`src/lmdd_pkg.sv`:
```
// shared constants for the lock manager with wait-for deadlock detection
// no dependencies; used by lock_manager_deadlock_detect
package lmdd_pkg;

  // default sizes handed to the top level
  localparam int CLIENTS_DEF = 16;
  localparam int LOCKS_DEF   = 16;

  // most results reported for one input word
  localparam int MAX_RESULTS = 16;

  // port field widths
  localparam int ID_W     = 4;
  localparam int STATUS_W = 2;

  // action codes
  localparam logic ACT_LOCK    = 1'b0;
  localparam logic ACT_RELEASE = 1'b1;

  // reply status codes
  localparam logic [STATUS_W-1:0] ST_GRANTED     = 2'd0;
  localparam logic [STATUS_W-1:0] ST_NOT_GRANTED = 2'd1;
  localparam logic [STATUS_W-1:0] ST_OWN_IT      = 2'd2;
  localparam logic [STATUS_W-1:0] ST_PREVENTED   = 2'd3;

endpackage

```
`src/lmdd_ram.sv`:
```
// generic single write port, single read port ram with registered read data
// no dependencies
module lmdd_ram #(
  parameter int WIDTH = 8,
  parameter int DEPTH = 16,
  parameter int AW    = (DEPTH > 1) ? $clog2(DEPTH) : 1
) (
  input  logic             clk,
  input  logic             we,
  input  logic [AW-1:0]    waddr,
  input  logic [WIDTH-1:0] wdata,
  input  logic [AW-1:0]    raddr,
  output logic [WIDTH-1:0] rdata
);

  logic [WIDTH-1:0] mem [DEPTH];

  // write port
  always_ff @(posedge clk) begin
    if (we) begin
      mem[waddr] <= wdata;
    end
  end

  // registered read port
  always_ff @(posedge clk) begin
    rdata <= mem[raddr];
  end

endmodule

```
`src/lock_manager_deadlock_detect.sv`:
```
// lock manager top level: request sequencer, lock and wait tables, reply output
// depends on lmdd_pkg and lmdd_ram
//
// A word is taken when start is high and busy is low; busy stays high until the
// final reply of that word is issued, and that reply is on the ports in the first
// cycle with busy low. Replies appear one per cycle at most, each for
// exactly one cycle with out_valid high, and must be taken there: the receiver
// cannot stall them; out_last marks the final reply of a word. A lock request
// grants a free lock at once, else reads its owner and, if it has to wait,
// walks the wait chain step by step. A release visits every lock in turn,
// reads the owner of each held lock and, per lock held by the requester,
// sweeps the wait table through its single read port one entry a cycle to
// find the next owner and redirect waiters. Out-of-range requesters, and
// out-of-range locks in lock words, give no reply and leave busy low.
module lock_manager_deadlock_detect #(
  parameter int CLIENTS = lmdd_pkg::CLIENTS_DEF,
  parameter int LOCKS   = lmdd_pkg::LOCKS_DEF
) (
  input  logic                          clk,
  input  logic                          rst_n,
  input  logic                          start,
  output logic                          busy,
  input  logic                          in_action,
  input  logic [lmdd_pkg::ID_W-1:0]     in_requester,
  input  logic [lmdd_pkg::ID_W-1:0]     in_lock_id,
  output logic                          out_valid,
  output logic [lmdd_pkg::ID_W-1:0]     out_recipient,
  output logic [lmdd_pkg::STATUS_W-1:0] out_status,
  output logic [lmdd_pkg::ID_W-1:0]     out_holder,
  output logic                          out_livelock,
  output logic                          out_last
);

  import lmdd_pkg::*;

  // index widths
  localparam int CIW = $clog2(CLIENTS);
  localparam int CCW = $clog2(CLIENTS + 1);
  localparam int LIW = (LOCKS > 1) ? $clog2(LOCKS) : 1;
  localparam int LCW = $clog2(LOCKS + 1);
  localparam int WW  = CIW + LIW;
  localparam int NW  = $clog2(MAX_RESULTS + 1);

  typedef enum logic [8:0] {
    S_IDLE     = 9'b000000001,
    S_REQ      = 9'b000000010,
    S_REQ_OWN  = 9'b000000100,
    S_WALK     = 9'b000001000,
    S_WALK_D   = 9'b000010000,
    S_REL_LOCK = 9'b000100000,
    S_REL_OWN  = 9'b001000000,
    S_SCAN     = 9'b010000000,
    S_DONE     = 9'b100000000
  } state_t;

  state_t state_r, state_nxt;

  // control registers
  logic [LOCKS-1:0]   held_r, held_nxt;
  logic [CLIENTS-1:0] wvalid_r, wvalid_nxt;
  logic [CIW-1:0]     q_r, q_nxt;
  logic [LIW-1:0]     lk_r, lk_nxt;
  logic [LCW-1:0]     i_r, i_nxt;
  logic [CCW-1:0]     j_r, j_nxt;
  logic [CIW-1:0]     jd_r, jd_nxt;
  logic               rdv_r, rdv_nxt;
  logic               found_r, found_nxt;
  logic [CIW-1:0]     w_r, w_nxt;
  logic [CIW-1:0]     v_r, v_nxt;
  logic [NW-1:0]      cnt_r, cnt_nxt;
  logic               pend_v_r, pend_v_nxt;
  logic               out_valid_r, out_valid_nxt;

  // payload registers
  logic [CIW-1:0]      pend_rcpt_r, pend_rcpt_nxt;
  logic [STATUS_W-1:0] pend_status_r, pend_status_nxt;
  logic [CIW-1:0]      pend_holder_r, pend_holder_nxt;
  logic                pend_live_r, pend_live_nxt;
  logic [ID_W-1:0]     out_rcpt_r, out_rcpt_nxt;
  logic [STATUS_W-1:0] out_status_r, out_status_nxt;
  logic [ID_W-1:0]     out_holder_r, out_holder_nxt;
  logic                out_live_r, out_live_nxt;
  logic                out_last_r, out_last_nxt;

  // memory ports
  logic           own_we;
  logic [LIW-1:0] own_waddr, own_raddr;
  logic [CIW-1:0] own_wdata, own_rdata;
  logic           wait_we;
  logic [CIW-1:0] wait_waddr, wait_raddr;
  logic [WW-1:0]  wait_wdata, wait_rdata;

  // reply request from the sequencer
  logic                emit_en;
  logic [CIW-1:0]      emit_rcpt;
  logic [STATUS_W-1:0] emit_status;
  logic [CIW-1:0]      emit_holder;
  logic                emit_live;

  logic [LIW-1:0] i_idx;
  logic [CIW-1:0] j_idx;
  logic [CIW-1:0] wt_target;
  logic [LIW-1:0] wt_lock;

  assign i_idx     = i_r[LIW-1:0];
  assign j_idx     = j_r[CIW-1:0];
  assign wt_target = wait_rdata[WW-1:LIW];
  assign wt_lock   = wait_rdata[LIW-1:0];

  // lock owner table
  lmdd_ram #(.WIDTH(CIW), .DEPTH(LOCKS), .AW(LIW)) u_owner_ram (
    .clk   (clk),
    .we    (own_we),
    .waddr (own_waddr),
    .wdata (own_wdata),
    .raddr (own_raddr),
    .rdata (own_rdata)
  );

  // wait edge table: {target client, lock waited for}
  lmdd_ram #(.WIDTH(WW), .DEPTH(CLIENTS), .AW(CIW)) u_wait_ram (
    .clk   (clk),
    .we    (wait_we),
    .waddr (wait_waddr),
    .wdata (wait_wdata),
    .raddr (wait_raddr),
    .rdata (wait_rdata)
  );

  // sequencer
  always_comb begin
    state_nxt   = state_r;
    held_nxt    = held_r;
    wvalid_nxt  = wvalid_r;
    q_nxt       = q_r;
    lk_nxt      = lk_r;
    i_nxt       = i_r;
    j_nxt       = j_r;
    jd_nxt      = jd_r;
    rdv_nxt     = rdv_r;
    found_nxt   = found_r;
    w_nxt       = w_r;
    v_nxt       = v_r;
    own_we      = 1'b0;
    own_waddr   = lk_r;
    own_wdata   = q_r;
    own_raddr   = lk_r;
    wait_we     = 1'b0;
    wait_waddr  = q_r;
    wait_wdata  = {own_rdata, lk_r};
    wait_raddr  = v_r;
    emit_en     = 1'b0;
    emit_rcpt   = q_r;
    emit_status = ST_GRANTED;
    emit_holder = '0;
    emit_live   = 1'b0;

    unique case (state_r)
      S_IDLE: begin
        if (start && (32'(in_requester) < CLIENTS)) begin
          q_nxt = CIW'(in_requester);
          if (in_action == ACT_RELEASE) begin
            i_nxt     = '0;
            state_nxt = S_REL_LOCK;
          end else if (32'(in_lock_id) < LOCKS) begin
            lk_nxt    = LIW'(in_lock_id);
            state_nxt = S_REQ;
          end
        end
      end

      // free lock is granted at once, else look up its owner
      S_REQ: begin
        if (!held_r[lk_r]) begin
          held_nxt[lk_r] = 1'b1;
          own_we         = 1'b1;
          emit_en        = 1'b1;
          state_nxt      = S_DONE;
        end else begin
          state_nxt = S_REQ_OWN;
        end
      end

      // own it already, or record the wait edge and start the walk
      S_REQ_OWN: begin
        emit_en = 1'b1;
        if (own_rdata == q_r) begin
          emit_status = ST_OWN_IT;
          state_nxt   = S_DONE;
        end else begin
          wait_we          = 1'b1;
          wvalid_nxt[q_r]  = 1'b1;
          emit_status      = ST_NOT_GRANTED;
          emit_holder      = own_rdata;
          v_nxt            = own_rdata;
          state_nxt        = S_WALK;
        end
      end

      // follow the chain from the owner; a path back to the requester is a cycle
      S_WALK: begin
        if (!wvalid_r[v_r]) begin
          state_nxt = S_DONE;
        end else begin
          state_nxt = S_WALK_D;
        end
      end

      S_WALK_D: begin
        if (wt_target == q_r) begin
          wvalid_nxt[q_r] = 1'b0;
          emit_en         = 1'b1;
          emit_status     = ST_PREVENTED;
          emit_live       = &held_r;
          state_nxt       = S_DONE;
        end else begin
          v_nxt     = wt_target;
          state_nxt = S_WALK;
        end
      end

      // release: visit each held lock
      S_REL_LOCK: begin
        own_raddr = i_idx;
        if (i_r == LCW'(LOCKS)) begin
          state_nxt = S_DONE;
        end else if (!held_r[i_idx]) begin
          i_nxt = i_r + 1'b1;
        end else begin
          state_nxt = S_REL_OWN;
        end
      end

      S_REL_OWN: begin
        if (own_rdata == q_r) begin
          j_nxt     = '0;
          rdv_nxt   = 1'b0;
          found_nxt = 1'b0;
          state_nxt = S_SCAN;
        end else begin
          i_nxt     = i_r + 1'b1;
          state_nxt = S_REL_LOCK;
        end
      end

      // sweep the wait table: first waiter takes the lock, later ones are redirected
      S_SCAN: begin
        wait_raddr = j_idx;
        if (j_r != CCW'(CLIENTS)) begin
          jd_nxt  = j_idx;
          rdv_nxt = 1'b1;
          j_nxt   = j_r + 1'b1;
        end else begin
          rdv_nxt = 1'b0;
        end
        if (rdv_r && wvalid_r[jd_r] && (wt_lock == i_idx)) begin
          if (!found_r) begin
            found_nxt        = 1'b1;
            w_nxt            = jd_r;
            wvalid_nxt[jd_r] = 1'b0;
            own_we           = 1'b1;
            own_waddr        = i_idx;
            own_wdata        = jd_r;
            emit_en          = 1'b1;
            emit_rcpt        = jd_r;
          end else begin
            wait_we    = 1'b1;
            wait_waddr = jd_r;
            wait_wdata = {w_r, i_idx};
          end
        end
        if ((j_r == CCW'(CLIENTS)) && !rdv_r) begin
          if (!found_r) begin
            held_nxt[i_idx] = 1'b0;
          end
          i_nxt     = i_r + 1'b1;
          state_nxt = S_REL_LOCK;
        end
      end

      S_DONE: begin
        state_nxt = S_IDLE;
      end

      default: begin
        state_nxt = S_IDLE;
      end
    endcase
  end

  // reply buffer: one reply is held back so the final one can carry last
  always_comb begin
    cnt_nxt         = cnt_r;
    pend_v_nxt      = pend_v_r;
    pend_rcpt_nxt   = pend_rcpt_r;
    pend_status_nxt = pend_status_r;
    pend_holder_nxt = pend_holder_r;
    pend_live_nxt   = pend_live_r;
    out_valid_nxt   = 1'b0;
    out_rcpt_nxt    = ID_W'(pend_rcpt_r);
    out_status_nxt  = pend_status_r;
    out_holder_nxt  = ID_W'(pend_holder_r);
    out_live_nxt    = pend_live_r;
    out_last_nxt    = 1'b0;

    if (state_r == S_IDLE) begin
      cnt_nxt = '0;
    end

    if (emit_en && (32'(cnt_r) < MAX_RESULTS)) begin
      out_valid_nxt   = pend_v_r;
      pend_v_nxt      = 1'b1;
      pend_rcpt_nxt   = emit_rcpt;
      pend_status_nxt = emit_status;
      pend_holder_nxt = emit_holder;
      pend_live_nxt   = emit_live;
      cnt_nxt         = cnt_r + 1'b1;
    end

    if (state_r == S_DONE) begin
      out_valid_nxt = pend_v_r;
      out_last_nxt  = 1'b1;
      pend_v_nxt    = 1'b0;
    end
  end

  // control state
  always_ff @(posedge clk) begin
    if (!rst_n) begin
      state_r     <= S_IDLE;
      held_r      <= '0;
      wvalid_r    <= '0;
      rdv_r       <= 1'b0;
      found_r     <= 1'b0;
      cnt_r       <= '0;
      pend_v_r    <= 1'b0;
      out_valid_r <= 1'b0;
    end else begin
      state_r     <= state_nxt;
      held_r      <= held_nxt;
      wvalid_r    <= wvalid_nxt;
      rdv_r       <= rdv_nxt;
      found_r     <= found_nxt;
      cnt_r       <= cnt_nxt;
      pend_v_r    <= pend_v_nxt;
      out_valid_r <= out_valid_nxt;
    end
  end

  // indexes and payload
  always_ff @(posedge clk) begin
    q_r           <= q_nxt;
    lk_r          <= lk_nxt;
    i_r           <= i_nxt;
    j_r           <= j_nxt;
    jd_r          <= jd_nxt;
    w_r           <= w_nxt;
    v_r           <= v_nxt;
    pend_rcpt_r   <= pend_rcpt_nxt;
    pend_status_r <= pend_status_nxt;
    pend_holder_r <= pend_holder_nxt;
    pend_live_r   <= pend_live_nxt;
    out_rcpt_r    <= out_rcpt_nxt;
    out_status_r  <= out_status_nxt;
    out_holder_r  <= out_holder_nxt;
    out_live_r    <= out_live_nxt;
    out_last_r    <= out_last_nxt;
  end

  assign busy          = (state_r != S_IDLE);
  assign out_valid     = out_valid_r;
  assign out_recipient = out_rcpt_r;
  assign out_status    = out_status_r;
  assign out_holder    = out_holder_r;
  assign out_livelock  = out_live_r;
  assign out_last      = out_last_r;

endmodule

```
`config.mk`:
```
export PLATFORM = sky130hd
export DESIGN_NAME = lock_manager_deadlock_detect
export DESIGN_NICKNAME = d
export VERILOG_FILES = /design/src/lmdd_pkg.sv /design/src/lmdd_ram.sv /design/src/lock_manager_deadlock_detect.sv
export SDC_FILE = /design/constraint.sdc
export NUM_CORES = 1
export LEC_CHECK = 0
export ABC_CLOCK_PERIOD_IN_PS = 3500
export BUFFER_PORTS_ARGS = -buffer_cell sky130_fd_sc_hd__buf_2
export CORE_MARGIN = 4
export CORE_UTILIZATION = 25
export CTS_CLUSTER_DIAMETER = 120
export DETAILED_ROUTE_END_ITERATION = 8
export PLACE_DENSITY = 0.36
export SYNTH_ARGS = -nofsm -noshare
export SYNTH_HDL_FRONTEND = slang
export SYNTH_SLANG_ARGS = --single-unit
export TNS_END_PERCENT = 5
```
`constraint.sdc`:
```
create_clock -name clk -period 3.5 [get_ports clk]
set_input_delay 0.7 -clock clk [delete_from_list [all_inputs] [get_ports clk]]
set_output_delay 0.7 -clock clk [all_outputs]
set_load 0.02 [all_outputs]
```
==> results of run 1 <==
## final timing paths
kind	end	slack, ns	cells after the start
worst max register to register	u_wait_ram.mem[0][3]$_DFFE_PP_	0.37	7
worst max-delay path	u_wait_ram.mem[0][3]$_DFFE_PP_	0.37	7
worst min register to register	out_recipient[2]$_DFF_P_	0.34	0
worst min-delay path	lk_r[0]$_DFFE_PP_	0.32	1
## registers in the layout, indices dropped and copies added, names as in the netlist, 5 cells and up
| signal | count |
|---|---|
| wvalid_r | 16 |
| u_wait_ram.rdata | 8 |
| state_r | 9 |
| j_r | 5 |
| i_r | 5 |
| held_r | 16 |
| u_wait_ram.mem | 128 |
| u_owner_ram.mem | 64 |
| cnt_r | 5 |
## critical path, stage by stage (launching register included)
cell and delay, ns:
sky130_fd_sc_hd__dfxtp_1 0.49, sky130_fd_sc_hd__nor2b_1 0.23, sky130_fd_sc_hd__nand4b_1 0.17, sky130_fd_sc_hd__or3_1 0.45, sky130_fd_sc_hd__a211o_1 0.53, sky130_fd_sc_hd__or3_1 0.49, sky130_fd_sc_hd__o22ai_1 0.24, sky130_fd_sc_hd__buf_4 0.22
## power breakdown
group | internal (W) | leakage (nW) | total (W) | switching, W
Sequential | 0.00399 | 2.68 | 0.00404 | 0.0000549
Combinational | 0.000156 | 2.22 | 0.000479 | 0.000323
Clock | 0.00242 | 0.623 | 0.00399 | 0.00157
Total | 0.00656 | 5.52 | 0.00851 | 0.00195
## cells by family (layout without fill, tap and decap cells)
family	Yosys count	in the layout
compound gates	182	182
xor+xnor	21	21
fa+ha+maj	7	7
buf+inv	70	178
flops	307	307
mux	150	150
simple gates	291	291
## per-layer routing
metal | vias up | global-route usage | wire length, um
met5 | - | 0 | 13
met4 | 2 | 0.0430 | 1130
met3 | 60 | 0.0303 | 1950
met2 | 201 | 0.223 | 19200
met1 | 4498 | 0.197 | 19800
li1 | 4164 | - | -
## synthesized netlist by cell type (15+ instances only)
| cell type | number |
|---|---|
| sky130_fd_sc_hd__mux2_1 | 29 |
| sky130_fd_sc_hd__a22oi_1 | 26 |
| sky130_fd_sc_hd__o21ai_0 | 17 |
| sky130_fd_sc_hd__nor2b_1 | 22 |
| sky130_fd_sc_hd__clkbuf_1 | 41 |
| sky130_fd_sc_hd__dfxtp_1 | 74 |
| sky130_fd_sc_hd__mux2_2 | 38 |
| sky130_fd_sc_hd__mux2i_1 | 69 |
| sky130_fd_sc_hd__o311ai_0 | 15 |
| sky130_fd_sc_hd__o21a_1 | 18 |
| sky130_fd_sc_hd__nand2_1 | 49 |
| sky130_fd_sc_hd__nand3_1 | 16 |
| sky130_fd_sc_hd__nor3_1 | 16 |
| sky130_fd_sc_hd__nor2_1 | 80 |
| sky130_fd_sc_hd__nand4_1 | 17 |
| sky130_fd_sc_hd__o22ai_1 | 22 |
| sky130_fd_sc_hd__edfxtp_1 | 233 |
## cell type report
cell class | count | area (sq um)
Sequential cell | 307 | 8480
Clock inverter | 18 | 216
Fill cell | 5413 | 37800
Multi-Input combinational cell | 651 | 4980
Timing Repair Buffer | 95 | 676
Inverter | 13 | 48.8
Clock buffer | 52 | 1050
Tap cell | 696 | 871
## per-stage QoR
stage           util  instances  power (W)  hold slack, ns  worst slack [ns]
2_1_floorplan      -       1028    0.00438           0.323             0.332
3_3_place_gp   0.278       1758    0.00461           0.330             0.364
3_5_place_dp   0.278       1758    0.00461           0.333             0.242
4_1_cts        0.301       1828    0.00867           0.284             0.206
5_1_grt        0.302       1832    0.00887           0.284             0.171
6_report       0.302       1832    0.00851           0.319             0.368
==> reports/results.ini, run 1 <==
[critical_path]
worst-endpoint-arrival_ns=3.38
crit_start=state_r[7]$_SDFFE_PN0P_
crit_path_start_kind=flop
setup.worst_path.end_class=flop
rr_startpoint=state_r[7]$_SDFFE_PN0P_
cp_max_fo=12
critPathKind=reg2reg
worst_ep_required_time_ns=3.75

[timing]
max_slew_vio_count=0
finalSetupViolCount=0
hold_viol_final=0
worst-slew-pin-transition_ns=0.791
period_share=0.895
tns_ns=0
timing.fmax_mhz=319
max_slew_margin=0.469
timing.final.crit_period_ns=3.13
rsz0062_at_grt=no
clock_skew_ns=0.0272

[floorplanning]
die_area_sq_um=58800
fp.dieW_um=242
design.portCount=26
die_height_um=242
floorplan.rows=85
initial_core_util=0.254
coreArea_sq_um=54100

[place]
hpwlAfterDp_um=29000
postPlaceCellArea_sq_um=15000
portbufs=25
routabilityCongestion=0.772

[power_and_ir_drop]
max-vdd-ir-drop_uv=287
p_leak_nw=5.52
power-per-cell-area_nw_per_um2=521

[synth]
postSynth.topFlopCell=sky130_fd_sc_hd__edfxtp_1
syn_area_per_cell_sq_um=13.4
synth.yosys.seq_area_share=0.617
total_of_warnings_raised_by_yosys=0
synth_cell_types=70
synth_xor_area_frac=0.0134
fraction_of_registers_with_async_set_reset=0
synthesis.instances=1028
synthMuxAreaShare=0.128
synth-edff-count=233
synth_simple_gate_area_share=0.116
yosys_register_bits=307
synthAdderAreaFrac=0.00637
synth_area_leader_cell=sky130_fd_sc_hd__edfxtp_1
dominant_combinational_cell_family_by_area_after_synthesis=multiplexers
postSynthNetCount=1047
yosysTopAreaCellShare=0.509
synth_top_cells_by_area=sky130_fd_sc_hd__edfxtp_1, sky130_fd_sc_hd__dfxtp_1, sky130_fd_sc_hd__mux2i_1, sky130_fd_sc_hd__mux2_2, sky130_fd_sc_hd__mux2_1
synth-compound-area-share=0.0980
syn-cell-area_sq_um=13700

[cts]
cts-htree-levels=2
inserted_clock_buffers=38
cts_post_setup_buffers_inserted=0
reg_clk_slew_reported_paths_ns=0.06
cts-root-buf=sky130_fd_sc_hd__clkbuf_16
buffer_levels_on_the_longest_clock_path=3
quantity_of_hold_fixing_buffers_added_after_cts=0
clock_sinks=307
worstSkewPairLatency_ns=0.56
cts_tree=yes
postcts_resize_cnt=0

[flow_run]
max_capacitance_violation_count=0

[routing]
antenna_left=0
firstDrtPassIters=5
drc_errors=0
vias_per_cell=4.87
first_iteration_detailed_routing_drc_count=636
routed_wl_um=42200
post_drt_wl_per_cell_um=23.0
dr_total_vias=8925

[final_layout]
leading_cell_types_in_the_layout_fill_and_taps_excluded=sky130_fd_sc_hd__edfxtp_1, sky130_fd_sc_hd__nor2_1, sky130_fd_sc_hd__dfxtp_1
fin_area_sq_um=16300
mostFrequentLayoutCell=sky130_fd_sc_hd__edfxtp_1
syn_to_final_growth_pct=18.8
layout.nets=1125
layout-drive-gt1-share=0.195
diodes=0

[global_route]
grt_use_total=0.142
number_of_antenna_violations_at_the_first_check_in_global_routing=1
grt_pass1_vias=9141
overall_overflow_remaining_after_global_route=0
grt_start_max_net_pins=45
grt_pass1_wl_um=62900

[worst_hold_path]
min-delay-start=in_lock_id[0]
hold_path.class=in2reg

[status]
status=finished clean

Power figures use the tool's default switching activity.
==> run 2: changes to the inputs <==
--- a/config.mk
+++ b/config.mk
@@ -11,8 +11,10 @@
 export CORE_UTILIZATION = 25
 export CTS_CLUSTER_DIAMETER = 120
 export DETAILED_ROUTE_END_ITERATION = 8
-export PLACE_DENSITY = 0.36
+export GPL_ROUTABILITY_DRIVEN = 0
+export PLACE_DENSITY = 0.4
 export SYNTH_ARGS = -nofsm -noshare
 export SYNTH_HDL_FRONTEND = slang
+export SYNTH_HIERARCHICAL = 1
 export SYNTH_SLANG_ARGS = --single-unit
 export TNS_END_PERCENT = 5
==> run 2 against run 1 <==
  * Wire length is 18% lower
  * First-iteration DRC count is 7.2% lower
  * Global-route usage is 2.1 points lower
  * Critical path depth is 5 higher
  * Largest cell class unchanged
  * Highest routed layer is now met4
  * Sequential cell count stayed put
==> reports/results.ini, run 2 <==
[timing]
max_slew_vio_count=0  ; unchanged
finalSetupViolCount=0  ; unchanged
period_share=0.933  ; +0.0377
timing.final.crit_period_ns=3.26  ; +0.132 ns
tns_ns=0  ; unchanged
clock_skew_ns=0.0176  ; -0.00963 ns
timing.fmax_mhz=306  ; -4.0%
finalWorstSetupSlack_ns=0.236  ; -0.132 ns
max_slew_margin=0.399  ; -0.0696
worst_hold_slack_ns=0.326  ; +0.00724 ns
rsz0062_at_grt=no
hold_viol_final=0  ; unchanged
worst-slew-pin-transition_ns=0.893  ; +0.102 ns

[synth]
synth_area_leader_cell=sky130_fd_sc_hd__edfxtp_1
synth_cell_types=67  ; -4.3%
yosysTopAreaCellShare=0.528  ; +0.0193
synthesis.instances=893  ; -13%
postSynthNetCount=912  ; -13%
ys_top_cells_by_count=sky130_fd_sc_hd__edfxtp_1, sky130_fd_sc_hd__nor2_1, sky130_fd_sc_hd__dfxtp_1
synth-edff-count=233  ; unchanged
syn-cell-area_sq_um=13200  ; -3.6%
synth.most_common_cell=sky130_fd_sc_hd__edfxtp_1
synth.yosys.seq_area_share=0.640  ; +0.0233
yosys_register_bits=307  ; unchanged
postSynth.topFlopCell=sky130_fd_sc_hd__edfxtp_1
fraction_of_registers_with_async_set_reset=0  ; unchanged
syn_area_per_cell_sq_um=14.8  ; +11%
total_of_warnings_raised_by_yosys=6  ; +6
synth_top_cells_by_area=sky130_fd_sc_hd__edfxtp_1, sky130_fd_sc_hd__dfxtp_1, sky130_fd_sc_hd__mux4_2, sky130_fd_sc_hd__mux4_1, sky130_fd_sc_hd__nor2_1

[global_route]
grt_start_max_net_pins=33  ; -27%
overall_overflow_remaining_after_global_route=0  ; unchanged
grt_use_total=0.121  ; -0.0211
grt_pass1_vias=8025  ; -12%
number_of_antenna_violations_at_the_first_check_in_global_routing=0  ; -1
grt_pass1_wl_um=51800  ; -18%

[worst_hold_path]
min-delay-start=in_lock_id[2]
hold_path.class=in2reg

[critical_path]
r2r_end=u_wait_ram/mem[1][0]$_DFFE_PP_
critical_path_buf_inv_count=3  ; +2
cp_max_fo=10  ; -2
crit_path_cell_trace=buf_4, mux2i_1, a22oi_1, and4_1, nor2_1, nor2_1, nand2_1, buf_4, mux2_2, nand2b_1, nor2_1, buf_4
timing.critical_path.max_delay_family=simple AND/OR/NAND/NOR gates
critical_path_cell_count=12  ; +5
setup.worst_path.end_class=flop
worst-endpoint-arrival_ns=3.50  ; +0.12 ns
setup.worst_path.end=u_wait_ram/mem[1][0]$_DFFE_PP_
crit_path_start_kind=flop
crit_start=jd_r[3]$_DFFE_PP_
ff2ff_path_depth=12  ; +5
critPathKind=reg2reg
worst_path_max_delay_cell=sky130_fd_sc_hd__mux2_2
worst_ep_required_time_ns=3.74  ; about the same
rr_startpoint=jd_r[3]$_DFFE_PP_
regToRegSetupSlack_ns=0.24  ; -0.13 ns
critical_path.max_stage_delay_ns=0.43  ; -0.10 ns

[routing]
first_iteration_detailed_routing_drc_count=590  ; -7.2%
routed_wl_um=34400  ; -18%
dr_total_vias=7780  ; -13%
drc_errors=0  ; unchanged
vias_per_cell=4.62  ; -5.1%
post_drt_wl_per_cell_um=20.4  ; -11%
firstDrtPassIters=6  ; +1
antenna_left=0  ; unchanged

[cts]
cts-htree-levels=2  ; unchanged
inserted_clock_buffers=36  ; -5.3%
cts_tree=yes
reg_clk_slew_reported_paths_ns=0.06  ; about the same
buffer_levels_on_the_longest_clock_path=3  ; unchanged
quantity_of_hold_fixing_buffers_added_after_cts=0  ; unchanged
clock_sinks=307  ; unchanged
cts-root-buf=sky130_fd_sc_hd__clkbuf_16
worstSkewPairLatency_ns=0.55  ; about the same

[floorplanning]
die_height_um=238  ; -1.8%
floorplan.rows=84  ; -1.2%
fp.dieW_um=238  ; -1.8%
die_area_sq_um=56700  ; -3.5%
design.portCount=26  ; unchanged
coreArea_sq_um=52400  ; -3.1%
initial_core_util=0.252  ; -0.00137

[power_and_ir_drop]
comb_power_share=0.055  ; about the same
power_frac_clock=0.467  ; -0.002
power.share.switching=0.221  ; -0.00795
p_leak_nw=5.38  ; -2.6%
max-vdd-ir-drop_uv=259  ; -9.9%
seqPwrFrac=0.478  ; +0.003
power_switching_w=0.00186  ; -4.4%
p_int_w=0.00657  ; about the same
power-per-cell-area_nw_per_um2=537  ; +2.9%

[final_layout]
layout-drive-gt1-share=0.235  ; +0.0406
layout.nets=987  ; -12%
leading_cell_types_in_the_layout_fill_and_taps_excluded=sky130_fd_sc_hd__edfxtp_1, sky130_fd_sc_hd__nor2_1, sky130_fd_sc_hd__dfxtp_1
largest_register=u_wait_ram/mem
diodes=0  ; unchanged
largest_register_ff_count=128  ; unchanged
top_regs=u_wait_ram/mem (128), u_owner_ram/mem (64)
mostFrequentLayoutCell=sky130_fd_sc_hd__edfxtp_1
syn_to_final_growth_pct=18.7

[status]
status=finished clean

[place]
portbufs=25  ; unchanged
dpl_worst_slack_ns=0.0879  ; -0.154 ns
hpwlAfterDp_um=23600  ; -19%

[flow_run]
max_capacitance_violation_count=0  ; unchanged

==> run 2: worst reg2reg max path, delay by kind of cell (launching register included) <==
| family | cells | cell delay, ns |
|---|---|---|
| buffers and inverters | 3 | 0.62 |
| AND/OR/NAND/NOR | 6 | 1.19 |
| AO/OA/AOI/OAI | 1 | 0.13 |
| multiplexers | 2 | 0.72 |
| flip-flops | 1 | 0.32 |
==> run 2: final cells by class <==
cell class / instances / area [sq um]
Fill cell: 5262 / 36700
Sequential cell: 307 / 8480
Inverter: 13 / 48.8
Timing Repair Buffer: 86 / 608
Multi-Input combinational cell: 524 / 4480
Tap cell: 688 / 861
Clock inverter: 20 / 262
Clock buffer: 45 / 976
==> run 2: how the worst min path moves through the flow <==
| stage | to | slack, ns | cells after the start |
|---|---|---|---|
| floorplan | out_holder[0]$_DFF_P_ | 0.32 | 0 |
| global placement | out_recipient[2]$_DFF_P_ | 0.33 | 0 |
| detailed placement | out_status[1]$_DFF_P_ | 0.33 | 0 |
| CTS | lk_r[2]$_DFFE_PP_ | 0.29 | 1 |
| global route | lk_r[1]$_DFFE_PP_ | 0.30 | 1 |
| finish | lk_r[2]$_DFFE_PP_ | 0.33 | 1 |
==> run 2: logic make-up (layout without fill, tap and decap cells) <==
kind of cell | Yosys count | in the layout | share of synthesized area
buf+inv | 62 | 164 | 0.0246
mux | 99 | 99 | 0.144
xor+xnor | 20 | 20 | 0.0132
simple gates | 276 | 276 | 0.108
compound gates | 122 | 122 | 0.0635
flops | 307 | 307 | 0.640
fa+ha+maj | 7 | 7 | 0.00662
==> run 2: power by group through the flow <==
stage | Sequential (W) | Clock [W] | Combinational [W]
final | 0.00403 | 0.00394 | 0.000463
after global routing | 0.00403 | 0.00423 | 0.000507
after CTS | 0.00403 | 0.00407 | 0.000474
after detailed placement | 0.00410 | 0 | 0.000473
after global placement | 0.00411 | 0 | 0.000477
after floorplan | 0.00408 | 0 | 0.000292
==> run 2: timing repair <==
action / CTS / global route
hold endpoints to repair: 0 / 0
setup buffers: 0 / 1
setup endpoints to repair: 0 / 100
gates resized for setup: 0 / 1
==> run 2: per-stage QoR <==
step | cells | power [W] | instance area (sq um) | util
after detailed placement | 1617 | 0.00458 | 14500 | 0.276
after CTS | 1682 | 0.00858 | 15700 | 0.299
final | 1683 | 0.00843 | 15700 | 0.300
after global routing | 1683 | 0.00877 | 15700 | 0.300
after floorplan | 893 | 0.00437 | 13200 | -
after global placement | 1617 | 0.00458 | 14500 | 0.276
==> run 2: metal layers <==
metal | track usage | up-vias | part of all wire
met4 | 0.0420 | 0 | 0.027
li1 | - | 3644 | -
met5 | 0 | - | 0
met2 | 0.192 | 176 | 0.47
met1 | 0.168 | 3907 | 0.47
met3 | 0.0213 | 53 | 0.041
==> run 3: changes to the inputs <==
--- a/config.mk
+++ b/config.mk
@@ -9,6 +9,7 @@
 export BUFFER_PORTS_ARGS = -buffer_cell sky130_fd_sc_hd__buf_2
 export CORE_MARGIN = 4
 export CORE_UTILIZATION = 25
+export CTS_BUF_LIST = sky130_fd_sc_hd__clkbuf_16
 export CTS_CLUSTER_DIAMETER = 120
 export DETAILED_ROUTE_END_ITERATION = 8
 export GPL_ROUTABILITY_DRIVEN = 0
==> run 3 against run 2 <==
  * Clock-buffer cell count is 8 lower
  * Die area did not move
  * Combinational power about the same
  * Clock skew barely moved
  * Register-to-register slack is essentially flat
  * Sequential power about the same
  * Via count barely moved
  * Global-route usage is essentially flat
  * Design area decreased by 0.13%
  * Wire length barely moved
  * Non-clock buffer count did not move
  * Maximum frequency hardly changed
  * Largest cell class unchanged
==> reports/results.ini, run 3 (synthesized netlist as in run 2, its figures left out) <==
[status]
status=finished clean

[final_layout]
layout.nets=987  ; unchanged
largest_register=u_wait_ram/mem
layout.filler_cells=5266  ; +0.076%
register_area_sq_um=8480  ; unchanged
multi_input_comb_area_sq_um=4480  ; unchanged
final_core_utilization=0.299  ; -0.000382
mostFrequentLayoutCell=sky130_fd_sc_hd__edfxtp_1
largest_register_ff_count=128  ; unchanged
fin_area_sq_um=15700  ; -0.13%
diodes=0  ; unchanged
layout-drive-gt1-share=0.233  ; -0.00201
top_regs=u_wait_ram/mem (128), u_owner_ram/mem (64)
leading_cell_types_in_the_layout_fill_and_taps_excluded=sky130_fd_sc_hd__edfxtp_1, sky130_fd_sc_hd__nor2_1, sky130_fd_sc_hd__dfxtp_1
syn_to_final_growth_pct=18.5

[floorplanning]
initial_core_util=0.252  ; unchanged
die_area_sq_um=56700  ; unchanged
design.portCount=26  ; unchanged
floorplan.rows=84  ; unchanged
coreArea_sq_um=52400  ; unchanged
fp.dieW_um=238  ; unchanged
die_height_um=238  ; unchanged

[cts]
quantity_of_hold_fixing_buffers_added_after_cts=0  ; unchanged
inserted_clock_buffers=36  ; unchanged
cts-htree-levels=2  ; unchanged
worstSkewPairLatency_ns=0.55  ; about the same
clock_sinks=307  ; unchanged
buffer_levels_on_the_longest_clock_path=3  ; unchanged
reg_clk_slew_reported_paths_ns=0.06  ; about the same
cts_tree=yes
cts-root-buf=sky130_fd_sc_hd__clkbuf_16

[routing]
vias_per_cell=4.62  ; about the same
routed_wl_um=34400  ; about the same
post_drt_wl_per_cell_um=20.4  ; about the same
antenna_left=0  ; unchanged
first_iteration_detailed_routing_drc_count=600  ; +1.7%
drc_errors=0  ; unchanged
dr_total_vias=7774  ; -0.077%
firstDrtPassIters=5  ; -1

[power_and_ir_drop]
power-per-cell-area_nw_per_um2=533  ; -0.57%
power.share.switching=0.223  ; +0.00187
p_leak_nw=5.39  ; +0.25%
comb_power_share=0.055  ; about the same
p_int_w=0.00651  ; -0.94%
max-vdd-ir-drop_uv=259  ; about the same
power_frac_clock=0.463  ; -0.004
seqPwrFrac=0.481  ; +0.003
power_switching_w=0.00186  ; +0.14%
total_power_w=0.00837  ; -0.70%

[timing]
max_slew_margin=0.399  ; unchanged
max_slew_vio_count=0  ; unchanged
rsz0062_at_grt=no
period_share=0.933  ; about the same
hold_viol_final=0  ; unchanged
tns_ns=0  ; unchanged
finalSetupViolCount=0  ; unchanged
timing.final.crit_period_ns=3.26  ; +0.000332 ns
timing.fmax_mhz=306  ; about the same
worst-slew-pin-transition_ns=0.893  ; unchanged
clock_skew_ns=0.0172  ; -0.000421 ns

[place]
hpwlAfterDp_um=23600  ; unchanged
portbufs=25  ; unchanged
postPlaceCellArea_sq_um=14500  ; unchanged

[critical_path]
worst_path_max_delay_cell=sky130_fd_sc_hd__mux2_2
regToRegSetupSlack_ns=0.24  ; about the same
crit_path_start_kind=flop
cp_max_fo=10  ; unchanged
rr_startpoint=jd_r[3]$_DFFE_PP_
worst-endpoint-arrival_ns=3.51  ; about the same
critical_path.max_stage_delay_ns=0.43  ; about the same
crit_path_cell_trace=buf_4, mux2i_1, a22oi_1, and4_1, nor2_1, nor2_1, nand2_1, buf_4, mux2_2, nand2b_1, nor2_1, buf_4
critPathKind=reg2reg
r2r_end=u_wait_ram/mem[5][3]$_DFFE_PP_
ff2ff_path_depth=12  ; unchanged
worst_ep_required_time_ns=3.75  ; about the same
setup.worst_path.end_class=flop

[global_route]
number_of_antenna_violations_at_the_first_check_in_global_routing=0  ; unchanged
grt_pass1_vias=8029  ; +0.050%
grt_pass1_wl_um=51800  ; unchanged
overall_overflow_remaining_after_global_route=0  ; unchanged
grt_use_total=0.121  ; about the same
grt_start_max_net_pins=33  ; unchanged

[worst_hold_path]
min_to=lk_r[2]$_DFFE_PP_
min-delay-start=in_lock_id[2]
whs_path_depth=1  ; unchanged
hold_path.class=in2reg

[flow_run]
max_capacitance_violation_count=0  ; unchanged

[run 3: worst max-delay path by stage]
stage | start | end | slack [ns] | depth (start not counted)
2_1_floorplan | jd_r[3]$_DFFE_PP_ | u_wait_ram/mem[3][0]$_DFFE_PP_ | 0.09 | 12
3_3_place_gp | jd_r[3]$_DFFE_PP_ | u_owner_ram/mem[0][2]$_DFFE_PP_ | 0.10 | 8
3_5_place_dp | jd_r[3]$_DFFE_PP_ | u_owner_ram/mem[2][2]$_DFFE_PP_ | 0.09 | 7
4_1_cts | jd_r[3]$_DFFE_PP_ | u_owner_ram/mem[0][0]$_DFFE_PP_ | 0.07 | 8
5_1_grt | jd_r[3]$_DFFE_PP_ | u_wait_ram/mem[1][0]$_DFFE_PP_ | 0.004 | 12
6_report | jd_r[3]$_DFFE_PP_ | u_wait_ram/mem[5][3]$_DFFE_PP_ | 0.24 | 12
[run 3: cell type report]
| class | instances | area share |
|---|---|---|
| clock buffer | 37 | 0.0590 |
| multi-input combinational | 524 | 0.285 |
| inverter | 13 | 0.00311 |
| tap | 688 | 0.0549 |
| clock inverter | 28 | 0.0186 |
| timing repair buffer | 86 | 0.0388 |
| sequential | 307 | 0.540 |
[run 3: timing repair]
action	CTS	global route
hold endpoints to repair	0	0
setup buffers	0	1
resized for setup	0	1
setup endpoints to repair	0	100
[run 3: per-stage QoR]
stage / std cells / worst slack (ns) / hold slack [ns]
finish: 1683 / 0.236 / 0.326
global route: 1683 / 0.00425 / 0.305
CTS: 1682 / 0.0724 / 0.294
detailed placement: 1617 / 0.0879 / 0.327
global placement: 1617 / 0.104 / 0.325
floorplan: 893 / 0.0866 / 0.323
[run 3: layer usage]
metal  part of all wire  vias up  GRT usage
met3              0.041       53     0.0213
met5                  0        -          0
met1               0.47     3903      0.168
li1                   -     3644          -
met4              0.027        0     0.0420
met2               0.46      174      0.191
[run 3: power by group through the flow]
| stage | registers [W] | logic, W | clock network, W |
|---|---|---|---|
| detailed placement | 0.00410 | 0.000473 | 0 |
| finish | 0.00403 | 0.000463 | 0.00388 |
| global route | 0.00403 | 0.000507 | 0.00417 |
| floorplan | 0.00408 | 0.000292 | 0 |
| global placement | 0.00411 | 0.000477 | 0 |
| CTS | 0.00403 | 0.000474 | 0.00401 |
[run 3: critical path, delay by kind of cell (launching register included)]
kind,cells,cell delay (ns)
AOI/OAI and AO/OA,1,0.13
buffers and inverters,3,0.63
DFF,1,0.32
muxes,2,0.71
and+or+nand+nor,6,1.18
